## config.mk

```make
export PLATFORM = sky130hd
export DESIGN_NAME = adif_tag_tokenizer_top_flat
export DESIGN_NICKNAME = d
export VERILOG_FILES = /design/src/rtl/core/adiftt_pkg.sv /design/src/rtl/core/adiftt_if.sv /design/src/rtl/core/adif_tag_tokenizer_top.sv /design/src/rtl/core/adiftt_front.sv /design/src/rtl/core/adiftt_queue.sv /design/src/rtl/core/adiftt_back.sv /design/src/flat_wrapper.sv
export SDC_FILE = /design/constraint.sdc
export NUM_CORES = 1
export LEC_CHECK = 0
export ABC_AREA = 1
export BUFFER_PORTS_ARGS = -buffer_cell sky130_fd_sc_hd__buf_2
export CAP_MARGIN = 40
export CORE_UTILIZATION = 50
export DETAILED_ROUTE_END_ITERATION = 16
export HOLD_SLACK_MARGIN = 0.03
export PLACE_DENSITY_LB_ADDON = 0.3
export RECOVER_POWER = 50
export SLEW_MARGIN = 20
export SYNTH_ARGS = -nofsm -noshare
export SYNTH_HDL_FRONTEND = slang
export SYNTH_SLANG_ARGS = --single-unit
```

## constraint.sdc

```tcl
create_clock -name i_clk -period 8.5 [get_ports i_clk]
set_clock_uncertainty 0.2 [all_clocks]
set_input_delay 1.7 -clock i_clk [delete_from_list [all_inputs] [get_ports i_clk]]
set_output_delay 1.7 -clock i_clk [all_outputs]
set_load 0.01 [all_outputs]
```

## src/rtl/core/adiftt_pkg.sv

```systemverilog
`timescale 1ns / 1ps
// ----------------------------------------------------------------------------
// adiftt_pkg
// Shared types and constants for the ADIF tag tokenizer.
// ----------------------------------------------------------------------------
package adiftt_pkg;

    localparam int NAME_CAP  = 19;
    localparam int VALUE_CAP = 19;
    localparam int LEN_W     = 16;
    localparam int FLEN_W    = 16;
    localparam int IDX_W     = 5;
    localparam int CNT_W     = 5;
    localparam int EV_W      = 4;
    localparam int Q_DEPTH   = 2;
    localparam int Q_PTR_W   = 1;
    localparam int Q_CNT_W   = 2;

    localparam logic [7:0] CH_LT    = 8'h3C;
    localparam logic [7:0] CH_GT    = 8'h3E;
    localparam logic [7:0] CH_COLON = 8'h3A;
    localparam logic [7:0] CH_ZERO  = 8'h30;
    localparam logic [7:0] CH_NINE  = 8'h39;
    localparam logic [7:0] CH_LO_A  = 8'h61;
    localparam logic [7:0] CH_LO_Z  = 8'h7A;
    localparam logic [7:0] CH_E     = 8'h45;
    localparam logic [7:0] CH_O     = 8'h4F;
    localparam logic [7:0] CH_H     = 8'h48;
    localparam logic [7:0] CH_R     = 8'h52;
    localparam logic [7:0] CASE_OFS = 8'h20;

    typedef enum logic [2:0] {
        PH_SEARCH = 3'd0,
        PH_NAME   = 3'd1,
        PH_LENGTH = 3'd2,
        PH_TYPE   = 3'd3,
        PH_VALUE  = 3'd4,
        PH_SKIP   = 3'd5
    } t_phase;

    typedef enum logic [EV_W-1:0] {
        EV_NONE     = 4'd0,
        EV_NAME     = 4'd1,
        EV_VALUE    = 4'd2,
        EV_DONE     = 4'd3,
        EV_DROP     = 4'd4,
        EV_EOR      = 4'd5,
        EV_EOH      = 4'd6,
        EV_ERROR    = 4'd7,
        EV_RESYNC   = 4'd8,
        EV_LONGNAME = 4'd9
    } t_event;

    typedef struct packed {
        logic [7:0] raw;
        logic [7:0] up;
        logic       is_lt;
        logic       is_gt;
        logic       is_colon;
        logic       is_digit;
        logic [3:0] digit;
    } t_tok;

    typedef struct packed {
        logic valid;
        logic ready;
    } t_hs;

endpackage

```

## src/rtl/core/adiftt_if.sv

```systemverilog
`timescale 1ns / 1ps
// ----------------------------------------------------------------------------
// adiftt_in_if / adiftt_out_if
// Byte input and event output channels of the ADIF tag tokenizer.
// ----------------------------------------------------------------------------
interface adiftt_in_if;
    logic       valid;
    logic       ready;
    logic [7:0] in_byte;

    modport source (output valid, output in_byte, input ready);
    modport sink   (input valid, input in_byte, output ready);
endinterface

interface adiftt_out_if;
    logic        valid;
    logic        ready;
    logic [3:0]  event_res;
    logic [7:0]  out_byte;
    logic [4:0]  byte_index;
    logic [15:0] field_length;

    modport source (output valid, output event_res, output out_byte,
                    output byte_index, output field_length, input ready);
    modport sink   (input valid, input event_res, input out_byte,
                    input byte_index, input field_length, output ready);
endinterface

```

## src/rtl/core/adif_tag_tokenizer_top.sv

```systemverilog
`timescale 1ns / 1ps
// ----------------------------------------------------------------------------
// adif_tag_tokenizer_top
// Byte-serial ADIF tag tokenizer: one event word per input byte.
// ----------------------------------------------------------------------------
// Usage:
//   i_in carries one character word per handshake (valid/ready). o_out
//   carries one event word for every accepted character: event code, echoed
//   byte, byte index within name or value, and declared field length.
//   A front stage classifies each character and pushes it into a two-entry
//   queue; the back stage runs the tag state machine and loads a registered
//   output. The event for a character passes through a queue entry and then
//   the output register before it is presented; one word per cycle is
//   sustained while the receiver keeps ready high.
//   When the receiver stalls, the output word holds, the back stage stops
//   popping, and the queue fills; input ready drops once both queue entries
//   are occupied and rises again as soon as one drains.
//   Synchronous active-low reset empties the queue and the output register
//   and returns the parser to searching for an opening bracket.
// ----------------------------------------------------------------------------
module adif_tag_tokenizer_top
    import adiftt_pkg::*;
(
    input  logic         i_clk,
    input  logic         i_rst_n,
    adiftt_in_if.sink    i_in,
    adiftt_out_if.source o_out
);

    t_hs  push;
    t_tok front_tok;
    t_tok q_tok;
    logic q_ready;
    logic q_valid;
    logic pop;

    adiftt_front u_front (
        .i_in      (i_in),
        .i_q_ready (q_ready),
        .o_push    (push),
        .o_tok     (front_tok)
    );

    adiftt_queue u_queue (
        .i_clk   (i_clk),
        .i_rst_n (i_rst_n),
        .i_push  (push),
        .i_tok   (front_tok),
        .o_ready (q_ready),
        .o_valid (q_valid),
        .i_pop   (pop),
        .o_tok   (q_tok)
    );

    adiftt_back u_back (
        .i_clk     (i_clk),
        .i_rst_n   (i_rst_n),
        .i_q_valid (q_valid),
        .i_tok     (q_tok),
        .o_pop     (pop),
        .o_out     (o_out)
    );

endmodule

```

## src/rtl/core/adiftt_front.sv

```systemverilog
`timescale 1ns / 1ps
// ----------------------------------------------------------------------------
// adiftt_front
// Accepts input words and classifies each character for the parser.
// ----------------------------------------------------------------------------
module adiftt_front
    import adiftt_pkg::*;
(
    adiftt_in_if.sink i_in,
    input  logic      i_q_ready,
    output t_hs       o_push,
    output t_tok      o_tok
);

    logic [7:0] c;

    assign c = i_in.in_byte;
    assign i_in.ready   = i_q_ready;
    assign o_push.valid = i_in.valid && i_q_ready;
    assign o_push.ready = i_q_ready;

    always_comb begin
        o_tok.raw      = c;
        o_tok.up       = (c >= CH_LO_A && c <= CH_LO_Z) ? (c - CASE_OFS) : c;
        o_tok.is_lt    = (c == CH_LT);
        o_tok.is_gt    = (c == CH_GT);
        o_tok.is_colon = (c == CH_COLON);
        o_tok.is_digit = (c >= CH_ZERO && c <= CH_NINE);
        o_tok.digit    = 4'(c - CH_ZERO);
    end

endmodule

```

## src/rtl/core/adiftt_queue.sv

```systemverilog
`timescale 1ns / 1ps
// ----------------------------------------------------------------------------
// adiftt_queue
// Two-entry queue of classified characters between front and back.
// ----------------------------------------------------------------------------
module adiftt_queue
    import adiftt_pkg::*;
(
    input  logic i_clk,
    input  logic i_rst_n,
    input  t_hs  i_push,
    input  t_tok i_tok,
    output logic o_ready,
    output logic o_valid,
    input  logic i_pop,
    output t_tok o_tok
);

    t_tok                r_mem [Q_DEPTH];
    logic [Q_PTR_W-1:0]  r_wr;
    logic [Q_PTR_W-1:0]  r_rd;
    logic [Q_CNT_W-1:0]  r_cnt;
    logic                do_push;
    logic                do_pop;

    assign o_ready = (r_cnt < Q_CNT_W'(Q_DEPTH));
    assign o_valid = (r_cnt != '0);
    assign o_tok   = r_mem[r_rd];
    assign do_push = i_push.valid && o_ready;
    assign do_pop  = i_pop && o_valid;

    always_ff @(posedge i_clk) begin
        if (do_push) begin
            r_mem[r_wr] <= i_tok;
        end
    end

    always_ff @(posedge i_clk) begin
        if (!i_rst_n) begin
            r_wr  <= '0;
            r_rd  <= '0;
            r_cnt <= '0;
        end else begin
            if (do_push) begin
                r_wr <= r_wr + 1'b1;
            end
            if (do_pop) begin
                r_rd <= r_rd + 1'b1;
            end
            r_cnt <= r_cnt + Q_CNT_W'(do_push) - Q_CNT_W'(do_pop);
        end
    end

endmodule

```

## src/rtl/core/adiftt_back.sv

```systemverilog
`timescale 1ns / 1ps
// ----------------------------------------------------------------------------
// adiftt_back
// Tag grammar state machine and registered event output.
// ----------------------------------------------------------------------------
module adiftt_back
    import adiftt_pkg::*;
(
    input  logic          i_clk,
    input  logic          i_rst_n,
    input  logic          i_q_valid,
    input  t_tok          i_tok,
    output logic          o_pop,
    adiftt_out_if.source  o_out
);

    t_phase            r_phase,   n_phase;
    logic [7:0]        r_head [3];
    logic [7:0]        n_head [3];
    logic [CNT_W-1:0]  r_name_cnt, n_name_cnt;
    logic [LEN_W-1:0]  r_len,     n_len;
    logic [LEN_W-1:0]  r_val_cnt, n_val_cnt;

    logic              r_out_valid;
    t_event            r_ev,    n_ev;
    logic [7:0]        r_ob,    n_ob;
    logic [IDX_W-1:0]  r_idx,   n_idx;
    logic [FLEN_W-1:0] r_flen,  n_flen;

    logic [LEN_W+3:0]  len_x10;
    logic [LEN_W:0]    cnt_inc;
    logic [LEN_W+FLEN_W-1:0] len_wide;
    logic [FLEN_W-1:0] len_sat;
    logic [IDX_W-1:0]  val_idx;
    logic              is_eoh;
    logic              is_eor;

    assign o_pop = i_q_valid && (!r_out_valid || o_out.ready);

    assign o_out.valid        = r_out_valid;
    assign o_out.event_res    = r_ev;
    assign o_out.out_byte     = r_ob;
    assign o_out.byte_index   = r_idx;
    assign o_out.field_length = r_flen;

    assign is_eoh = (r_name_cnt == CNT_W'(3)) && r_head[0] == CH_E
                    && r_head[1] == CH_O && r_head[2] == CH_H;
    assign is_eor = (r_name_cnt == CNT_W'(3)) && r_head[0] == CH_E
                    && r_head[1] == CH_O && r_head[2] == CH_R;

    assign len_x10  = {r_len, 3'b000} + {2'b00, r_len, 1'b0} + (LEN_W+4)'(i_tok.digit);
    assign cnt_inc  = {1'b0, r_val_cnt} + 1'b1;
    assign len_wide = (LEN_W+FLEN_W)'(r_len);
    assign len_sat  = (len_wide > (LEN_W+FLEN_W)'({FLEN_W{1'b1}})) ? {FLEN_W{1'b1}}
                      : len_wide[FLEN_W-1:0];
    assign val_idx  = (r_val_cnt > LEN_W'({IDX_W{1'b1}})) ? {IDX_W{1'b1}}
                      : r_val_cnt[IDX_W-1:0];

    always_comb begin
        n_phase    = r_phase;
        n_head     = r_head;
        n_name_cnt = r_name_cnt;
        n_len      = r_len;
        n_val_cnt  = r_val_cnt;
        n_ev       = EV_NONE;
        n_ob       = '0;
        n_idx      = '0;
        n_flen     = '0;

        unique case (r_phase)
            PH_NAME: begin
                if (i_tok.is_colon) begin
                    n_len   = '0;
                    n_phase = PH_LENGTH;
                end else if (i_tok.is_gt) begin
                    if (is_eoh || is_eor) begin
                        n_ev       = is_eoh ? EV_EOH : EV_EOR;
                        n_phase    = PH_SEARCH;
                        n_name_cnt = '0;
                        n_len      = '0;
                        n_val_cnt  = '0;
                    end else begin
                        n_ev    = EV_ERROR;
                        n_phase = PH_SKIP;
                    end
                end else if (r_name_cnt >= CNT_W'(NAME_CAP)) begin
                    n_ev       = EV_LONGNAME;
                    n_phase    = PH_SEARCH;
                    n_name_cnt = '0;
                    n_len      = '0;
                    n_val_cnt  = '0;
                end else begin
                    n_ev  = EV_NAME;
                    n_ob  = i_tok.raw;
                    n_idx = IDX_W'(r_name_cnt);
                    if (r_name_cnt < CNT_W'(3)) begin
                        n_head[r_name_cnt[1:0]] = i_tok.up;
                    end
                    n_name_cnt = r_name_cnt + 1'b1;
                end
            end
            PH_LENGTH, PH_TYPE: begin
                if (i_tok.is_gt) begin
                    n_val_cnt = '0;
                    if (r_len == '0) begin
                        n_ev       = EV_DONE;
                        n_phase    = PH_SEARCH;
                        n_name_cnt = '0;
                    end else begin
                        n_phase = PH_VALUE;
                    end
                end else if (r_phase == PH_TYPE) begin
                    n_phase = PH_TYPE;
                end else if (i_tok.is_colon) begin
                    n_phase = PH_TYPE;
                end else if (i_tok.is_digit) begin
                    n_len = (len_x10 > (LEN_W+4)'({LEN_W{1'b1}})) ? {LEN_W{1'b1}}
                            : len_x10[LEN_W-1:0];
                end else begin
                    n_ev    = EV_ERROR;
                    n_phase = PH_SKIP;
                end
            end
            PH_VALUE: begin
                n_val_cnt = cnt_inc[LEN_W-1:0];
                if (cnt_inc >= {1'b0, r_len}) begin
                    n_ev       = (cnt_inc <= (LEN_W+1)'(VALUE_CAP)) ? EV_DONE : EV_DROP;
                    n_ob       = i_tok.raw;
                    n_idx      = val_idx;
                    n_flen     = len_sat;
                    n_phase    = PH_SEARCH;
                    n_name_cnt = '0;
                    n_len      = '0;
                    n_val_cnt  = '0;
                end else if (r_val_cnt < LEN_W'(VALUE_CAP)) begin
                    n_ev   = EV_VALUE;
                    n_ob   = i_tok.raw;
                    n_idx  = val_idx;
                    n_flen = len_sat;
                end
            end
            PH_SKIP: begin
                if (i_tok.is_gt) begin
                    if (is_eor) begin
                        n_ev      = EV_RESYNC;
                        n_phase   = PH_SEARCH;
                        n_len     = '0;
                        n_val_cnt = '0;
                    end
                    n_name_cnt = '0;
                end else if (i_tok.is_lt) begin
                    n_name_cnt = '0;
                end else if (r_name_cnt < CNT_W'(NAME_CAP)) begin
                    if (r_name_cnt < CNT_W'(3)) begin
                        n_head[r_name_cnt[1:0]] = i_tok.up;
                    end
                    n_name_cnt = r_name_cnt + 1'b1;
                end
            end
            default: begin
                n_phase = i_tok.is_lt ? PH_NAME : PH_SEARCH;
                if (i_tok.is_lt) begin
                    n_name_cnt = '0;
                    n_len      = '0;
                    n_val_cnt  = '0;
                end
            end
        endcase
    end

    always_ff @(posedge i_clk) begin
        if (!i_rst_n) begin
            r_phase    <= PH_SEARCH;
            r_head     <= '{default: '0};
            r_name_cnt <= '0;
            r_len      <= '0;
            r_val_cnt  <= '0;
        end else if (o_pop) begin
            r_phase    <= n_phase;
            r_head     <= n_head;
            r_name_cnt <= n_name_cnt;
            r_len      <= n_len;
            r_val_cnt  <= n_val_cnt;
        end
    end

    always_ff @(posedge i_clk) begin
        if (!i_rst_n) begin
            r_out_valid <= 1'b0;
        end else if (o_pop) begin
            r_out_valid <= 1'b1;
        end else if (o_out.ready) begin
            r_out_valid <= 1'b0;
        end
    end

    always_ff @(posedge i_clk) begin
        if (o_pop) begin
            r_ev   <= n_ev;
            r_ob   <= n_ob;
            r_idx  <= n_idx;
            r_flen <= n_flen;
        end
    end

`ifndef SYNTHESIS
    a_name_cnt_bound: assert property (@(posedge i_clk) disable iff (!i_rst_n)
        r_name_cnt <= CNT_W'(NAME_CAP))
        else $error("name count beyond capacity");

    a_value_cnt_below_len: assert property (@(posedge i_clk) disable iff (!i_rst_n)
        (r_phase == PH_VALUE) |-> (r_val_cnt < r_len))
        else $error("value count reached declared length inside value");

    a_name_idx: assert property (@(posedge i_clk) disable iff (!i_rst_n)
        (r_out_valid && r_ev == EV_NAME) |-> (r_idx < IDX_W'(NAME_CAP)))
        else $error("name byte index beyond capacity");

    a_value_has_len: assert property (@(posedge i_clk) disable iff (!i_rst_n)
        (r_out_valid && r_ev == EV_VALUE) |-> (r_flen != '0))
        else $error("value word with zero field length");

    a_pop_loads: assert property (@(posedge i_clk) disable iff (!i_rst_n)
        o_pop |=> r_out_valid)
        else $error("popped word not presented");
`endif

endmodule

```

## src/flat_wrapper.sv

```systemverilog
// flat-port wrapper written by rule: the top's interface ports become plain ports
module adif_tag_tokenizer_top_flat import adiftt_pkg::*;
  (i_clk, i_rst_n, i_in_valid, i_in_in_byte, i_in_ready, o_out_valid, o_out_event_res, o_out_out_byte, o_out_byte_index, o_out_field_length, o_out_ready);
  adiftt_in_if i_in_i ();
  adiftt_out_if o_out_i ();
  input  logic i_clk;
  input  logic i_rst_n;
  input wire logic [$bits(i_in_i.valid)-1:0] i_in_valid;
  input wire logic [$bits(i_in_i.in_byte)-1:0] i_in_in_byte;
  output wire logic [$bits(i_in_i.ready)-1:0] i_in_ready;
  output wire logic [$bits(o_out_i.valid)-1:0] o_out_valid;
  output wire logic [$bits(o_out_i.event_res)-1:0] o_out_event_res;
  output wire logic [$bits(o_out_i.out_byte)-1:0] o_out_out_byte;
  output wire logic [$bits(o_out_i.byte_index)-1:0] o_out_byte_index;
  output wire logic [$bits(o_out_i.field_length)-1:0] o_out_field_length;
  input wire logic [$bits(o_out_i.ready)-1:0] o_out_ready;
  assign i_in_i.valid = i_in_valid;
  assign i_in_i.in_byte = i_in_in_byte;
  assign i_in_ready = i_in_i.ready;
  assign o_out_valid = o_out_i.valid;
  assign o_out_event_res = o_out_i.event_res;
  assign o_out_out_byte = o_out_i.out_byte;
  assign o_out_byte_index = o_out_i.byte_index;
  assign o_out_field_length = o_out_i.field_length;
  assign o_out_i.ready = o_out_ready;
  adif_tag_tokenizer_top u_core (.i_clk(i_clk), .i_rst_n(i_rst_n), .i_in(i_in_i), .o_out(o_out_i));
endmodule
```

# Yosys cells after proc, flatten, opt, wreduce, memory -nomap -nowiden
# Memories as Yosys holds them, arrays and structs flattened. A register that Yosys moved wholly into a read port is not among the register bits.
# Cells that the tools add are included.
word_totals:
  register_bits: 102
  latchBits: 0
  mem_bits_rw: 48
  mem_bits_ro: 0
  input_bits: 12
  memories: 1
memory_table:
  columns: ["memory", "depth", "word_bits", "read_ports", "rd_ports_with_merged_regs", "wr", "line_no", "text"]
  rows:
  - ["u_core.u_queue.r_mem", 2, 24, 1, 1, 1, "adiftt_queue.sv:19", "t_tok r_mem [Q_DEPTH];"]
classes:
  n_addsub: 10
  multipliers: 0
  div_mod_pow: 0
  magnitude_cmp: 16
  n_eq_ne: 34
  shifts: 0
  muxes: 94
  bitwise_logic: 1
  reduce_logical: 25
ops:
  columns: ["op", "n"]
  rows:
  - ["$mux W16", 19]
  - ["$mux W24", 7]
  - ["$pmux W16 S4", 2]
  - ["$mux W5", 17]
  - ["$mux W8", 7]
  - ["$mux W3", 17]
  - ["$pmux W24 S2", 1]
  - ["$eq A8 B7 Y1 const B", 4]
  - ["$bwmux W24", 1]
  - ["$eq A8 B6 Y1 const B", 3]
  - ["$mux W4", 6]
  - ["$ne A2 B2 Y1 const B", 12]
  - ["$reduce_and A8 Y1", 3]
  - ["$add A19 B17 Y20", 1]
  - ["$add A20 B4 Y20", 1]
  - ["$gt A20 B16 Y1 const B", 1]
  - ["$pmux W5 S4", 1]
  - ["$add A16 B1 Y17 const B", 1]
  - ["$ge A17 B16 Y1", 1]
  - ["$le A17 B5 Y1 const B", 1]
  - ["$demux W8 S2", 1]
  - ["$gt A16 B16 Y1 const B", 1]
  - ["$gt A16 B5 Y1 const B", 1]
  - ["$logic_not A16 Y1", 1]
  - ["other kinds (43)", 70]

# Logic depth before layout (Yosys ltp)
logic_depth:
  word_depth: 11
  mapped_depth: 23
  depth_no_buf: 22

# Modules after synthesis
# Synthesis repeated with hierarchy kept, for this count alone.
hier_totals:
  hier_cells: 1064
  area_unflattened_um2: 8907.3
modules_own_cells:
  columns: ["mod", "instances", "cells_per_inst", "area_per_inst_um2"]
  rows:
  - ["adiftt_back", 1, 889, 6463.7]
  - ["adiftt_queue", 1, 106, 2065.7]
  - ["adiftt_front", 1, 69, 377.9]

# Worst setup path after synthesis
# No wires, ideal clock.
synth_path:
  path_type: "input to register"
  from: "input port o_out_ready"
  to: "register u_core.u_back.r_len[11]"
  t_arrival_ns: 3.764
  required_ns: 8.230
  path_slack_ns: 4.465
  path_stages: 11
  path_buffers: 1
  cell_sequence: "nor2_1 > inv_1 > o21ai_0 > inv_1 > nand2_1 > nor2_1 > nand2_2 > nor2_4 > buf_6 > nand2_1 > a21oi_1"
synth_via:
  elab_chain_cells: 3
synth_lines:
  columns: ["item", "line_no", "text"]
  rows:
  - ["from (decl)", "flat_wrapper.sv:16", "input wire logic [$bits(o_out_i.ready)-1:0] o_out_ready;"]
  - ["$logic_or A1 B1 Y1", "adiftt_back.sv:38", "assign o_pop = i_q_valid && (!r_out_valid || o_out.ready);"]
  - ["$logic_and A1 B1 Y1", "adiftt_back.sv:38", null]
  - ["named net u_core.pop", "adif_tag_tokenizer_top.sv:35", "logic pop;"]
  - ["$reduce_and A11 Y1 (no line)", null, null]
  - ["to (signal assigned)", "adiftt_back.sv:182", "r_len <= n_len;"]
  - ["to (decl)", "adiftt_back.sv:21", "logic [LEN_W-1:0] r_len, n_len;"]
# The timed path passes the listed nets, and every way through them passes these cells.
# A chain may end at the register's enable or synchronous reset.

# Worst setup path in the final report
layout_path:
  from: "input port o_out_ready"
  to: "register u_core.u_back.r_val_cnt[0]"
layout_via:
  elab_chain_cells: 3
layout_lines:
  columns: ["item", "line_no", "text"]
  rows:
  - ["$logic_or A1 B1 Y1", "adiftt_back.sv:38", null]
  - ["$logic_and A1 B1 Y1", "adiftt_back.sv:38", null]
  - ["named net u_core.pop", "adif_tag_tokenizer_top.sv:35", null]
  - ["$reduce_and A8 Y1 (no line)", null, null]
  - ["to (signal assigned)", "adiftt_back.sv:183", "r_val_cnt <= n_val_cnt;"]
  - ["to (decl)", "adiftt_back.sv:22", "logic [LEN_W-1:0] r_val_cnt, n_val_cnt;"]
# The timed path passes the listed nets, and every way through them passes these cells.

==> out/metrics.cfg <==
[run_status]
status = complete, but fails checks
violations = capacitance limit, slew limit

[min_path]
hold_path.class = flop to flop

[finish]
nets = 1125
num_antenna_cells = 0
layout-drive-gt1-share_pct = 7.12
fillCellCount = 1402
layout.cells.non_filler = 1278
area_growth_pct = 12.7

[clocking]
cts_tree = done
clkTransAtPathRegs_ns = 0.06
cts-root-buf = clkbuf_16
htreeDepth = 4
cts-buffers-inserted = 17
post_cts_buffers = 0
ctsLongestPathBuffers = 2
ctsResizeCount = 0
clk_latency_ns = 0.43
cts_hold_buffers = 0
clock_sinks = 133

[detailed_routing]
detail_route.wirelength_um = 18300
drt_iter0_drc = 688
first_pass_iters = 5
wl_met3_um = 805
ant_nets = 0
avgRoutedWirePerCell_um = 14.3
vias = 6848
wl_met2_um = 8050
drc = 0
routed.top_layer = met4
via_per_inst = 5.36
drt-met1-wl_um = 9010

[critical_path]
crit_fanout = 38
r2r_slack_ns = 4.20
path_buf_inv = 5
worstSetupPathType = input pin to flop
critPathLaunchType = input pin
arrival_ns = 5.24
slowest_stage = clkbuf_1
crit_chain = buf_2 -> nor2_1 -> inv_1 -> o21ai_0 -> inv_1 -> clkbuf_1 -> nand2_1 -> nor3_4 -> inv_2 -> o21ai_0 -> nor2_1
cpPeakStageDelay_ns = 1.49
critPathRequiredTime_ns = 8.62
cp_top_family = buffers and inverters
end_kind = flop

[sta]
slew_viol_final = 39
rsz0062_at_grt = false
fin_crit_ns = 5.12
hold_viol = 0
maxSlewHeadroom_pct = -38.3
fin_crit_sh_pct = 60.3
fmax_mhz = 195
tightest_slew_ns = 2.07
setup_viol = 0
finalSetupTns_ns = 0

[floorplan]
num_rows = 45
core_area_um2 = 15300
start_util_pct = 51.3
die_w_um = 127
dieArea_um2 = 16200
die_h_um = 127
boundaryPins = 47

[placement]
gp_congestion = 0.928
placedCellCount = 1246
io_buffers = 46
dpl.hpwl_um = 13100

[yosys]
synth_ff_type = dfxtp_1
avgSynthCellArea_um2 = 7.80
syn-cell-area_um2 = 7830
synth_edf_count = 63
ys_ff_latch = 133
synth_area_leaders = edfxtp_1 24%, dfxtp_1 18%, ha_1 9.1%
synthArstFlopShare_pct = 0
yosys.area.top_type = edfxtp_1
synth_top_cell_area_share_pct = 24.2
syn_nets = 1074
yosysWarnings = 0
yosysUniqueCellTypes = 46
synth_most_common_cell = nand2_1
synth_commonest_cells = 186 x nand2_1, 145 x inv_1, 106 x nor2_1, 97 x a21oi_1
syn_inst = 1003
synth-seq-area-share_pct = 42.1

[global_route]
grt_max_degree = 39
grt.overflow.total = 0
grt_antenna_before_repair = 0
grt_pass1_vias = 6135
grt_pass1_wl_um = 29900
grt_usage_pct = 23.4

[power]
p_leak_uw = 0.00388
ir_drop_mv = 0.228
power.density_nw_per_um2 = 263

[flow_run]
maxCapViolations = 1

flip-flops by register name, indices dropped and copies added (netlist names), 2 cells and up, named ones only:
name / flops
u_core.u_back.o_out.field_length: 16
u_core.u_queue.r_cnt: 2
u_core.u_queue.r_mem: 30
u_core.u_back.r_name_cnt: 5
u_core.u_back.r_head: 24
u_core.u_back.o_out.event_res: 4
u_core.u_back.r_len: 16
u_core.u_back.o_out.out_byte: 8
u_core.u_back.r_phase: 3
u_core.u_back.o_out.byte_index: 5
u_core.u_back.r_val_cnt: 16
kinds of logic after synthesis:
family                     synth area share [%]
adders and majority gates                  9.62
AOI/OAI and AO/OA                          11.8
xor gates and xnor gates                   2.57
and+or+nand+nor                            24.6
buffers and inverters                      8.66
DFF                                        42.1
muxes                                     0.639
final cells by class:
cell class / count / area (um2) / share of cell area [%]
Timing Repair Buffer: 54 / 249 / 2.82
Clock buffer: 17 / 425 / 4.82
Multi-Input combinational cell: 696 / 3860 / 43.7
Sequential cell: 133 / 3290 / 37.3
Clock inverter: 15 / 164 / 1.86
Inverter: 152 / 571 / 6.47
Tap cell: 211 / 264 / 2.99
metrics by stage:
step	util, %	hold WS, ns	cell area [um2]	setup WS, ns	power (uW)
floorplan	-	0.223	7830	4.47	1380
global placement	54.1	0.236	8250	4.25	1590
detailed placement	54.3	0.237	8280	4.19	1590
CTS	58.1	0.248	8870	4.19	2320
global route	57.8	0.270	8820	2.99	2440
finish	57.8	0.248	8820	3.38	2320
worst min-delay path: cells and delay by family, from the launching register on:
kind,cells,cell delay [ns]
AOI/OAI and AO/OA,1,0.05
buffers and inverters,1,0.05
DFF,1,0.31
placed cells by master, fill, tap and decap left out, types with 14 or more instances in the layout:
cell	netlist	final
o21ai_0	54	54
xor2_1	15	15
edfxtp_1	63	63
nor2_1	106	106
nand2_1	186	186
ha_1	57	57
nand3_1	70	70
a21oi_1	97	97
nand4_1	26	26
clkbuf_1	11	33
dfxtp_1	70	70
inv_1	145	146
nor4_1	14	14
clkbuf_16	0	17
buf_2	8	16
layer usage:
metal | track usage (%) | vias to the layer above
li1 | - | 3456
met1 | 33.4 | 3168
met2 | 35.2 | 187
met3 | 4.48 | 37
met4 | 9.10 | 0
met5 | 0 | -
power breakdown:
group | leakage [uW] | switching (uW) | internal [uW]
Clock | 0.000287 | 319 | 417
Combinational | 0.00242 | 507 | 200
Sequential | 0.00118 | 56.1 | 817
Total | 0.00388 | 882 | 1430
worst paths after layout:
check | startpoint | endpoint | depth (start not counted)
worst min register to register | u_core.u_back.r_head[22] | u_core.u_back.r_head[22] | 2
worst max register to register | u_core.u_back.r_val_cnt[0] | u_core.u_back.o_out.field_length[6] | 20
worst max-delay path | o_out_ready | u_core.u_back.r_val_cnt[0] | 11
worst min-delay path | u_core.u_back.r_head[22] | u_core.u_back.r_head[22] | 2
No activity file was read; power rests on OpenSTA's default activity.
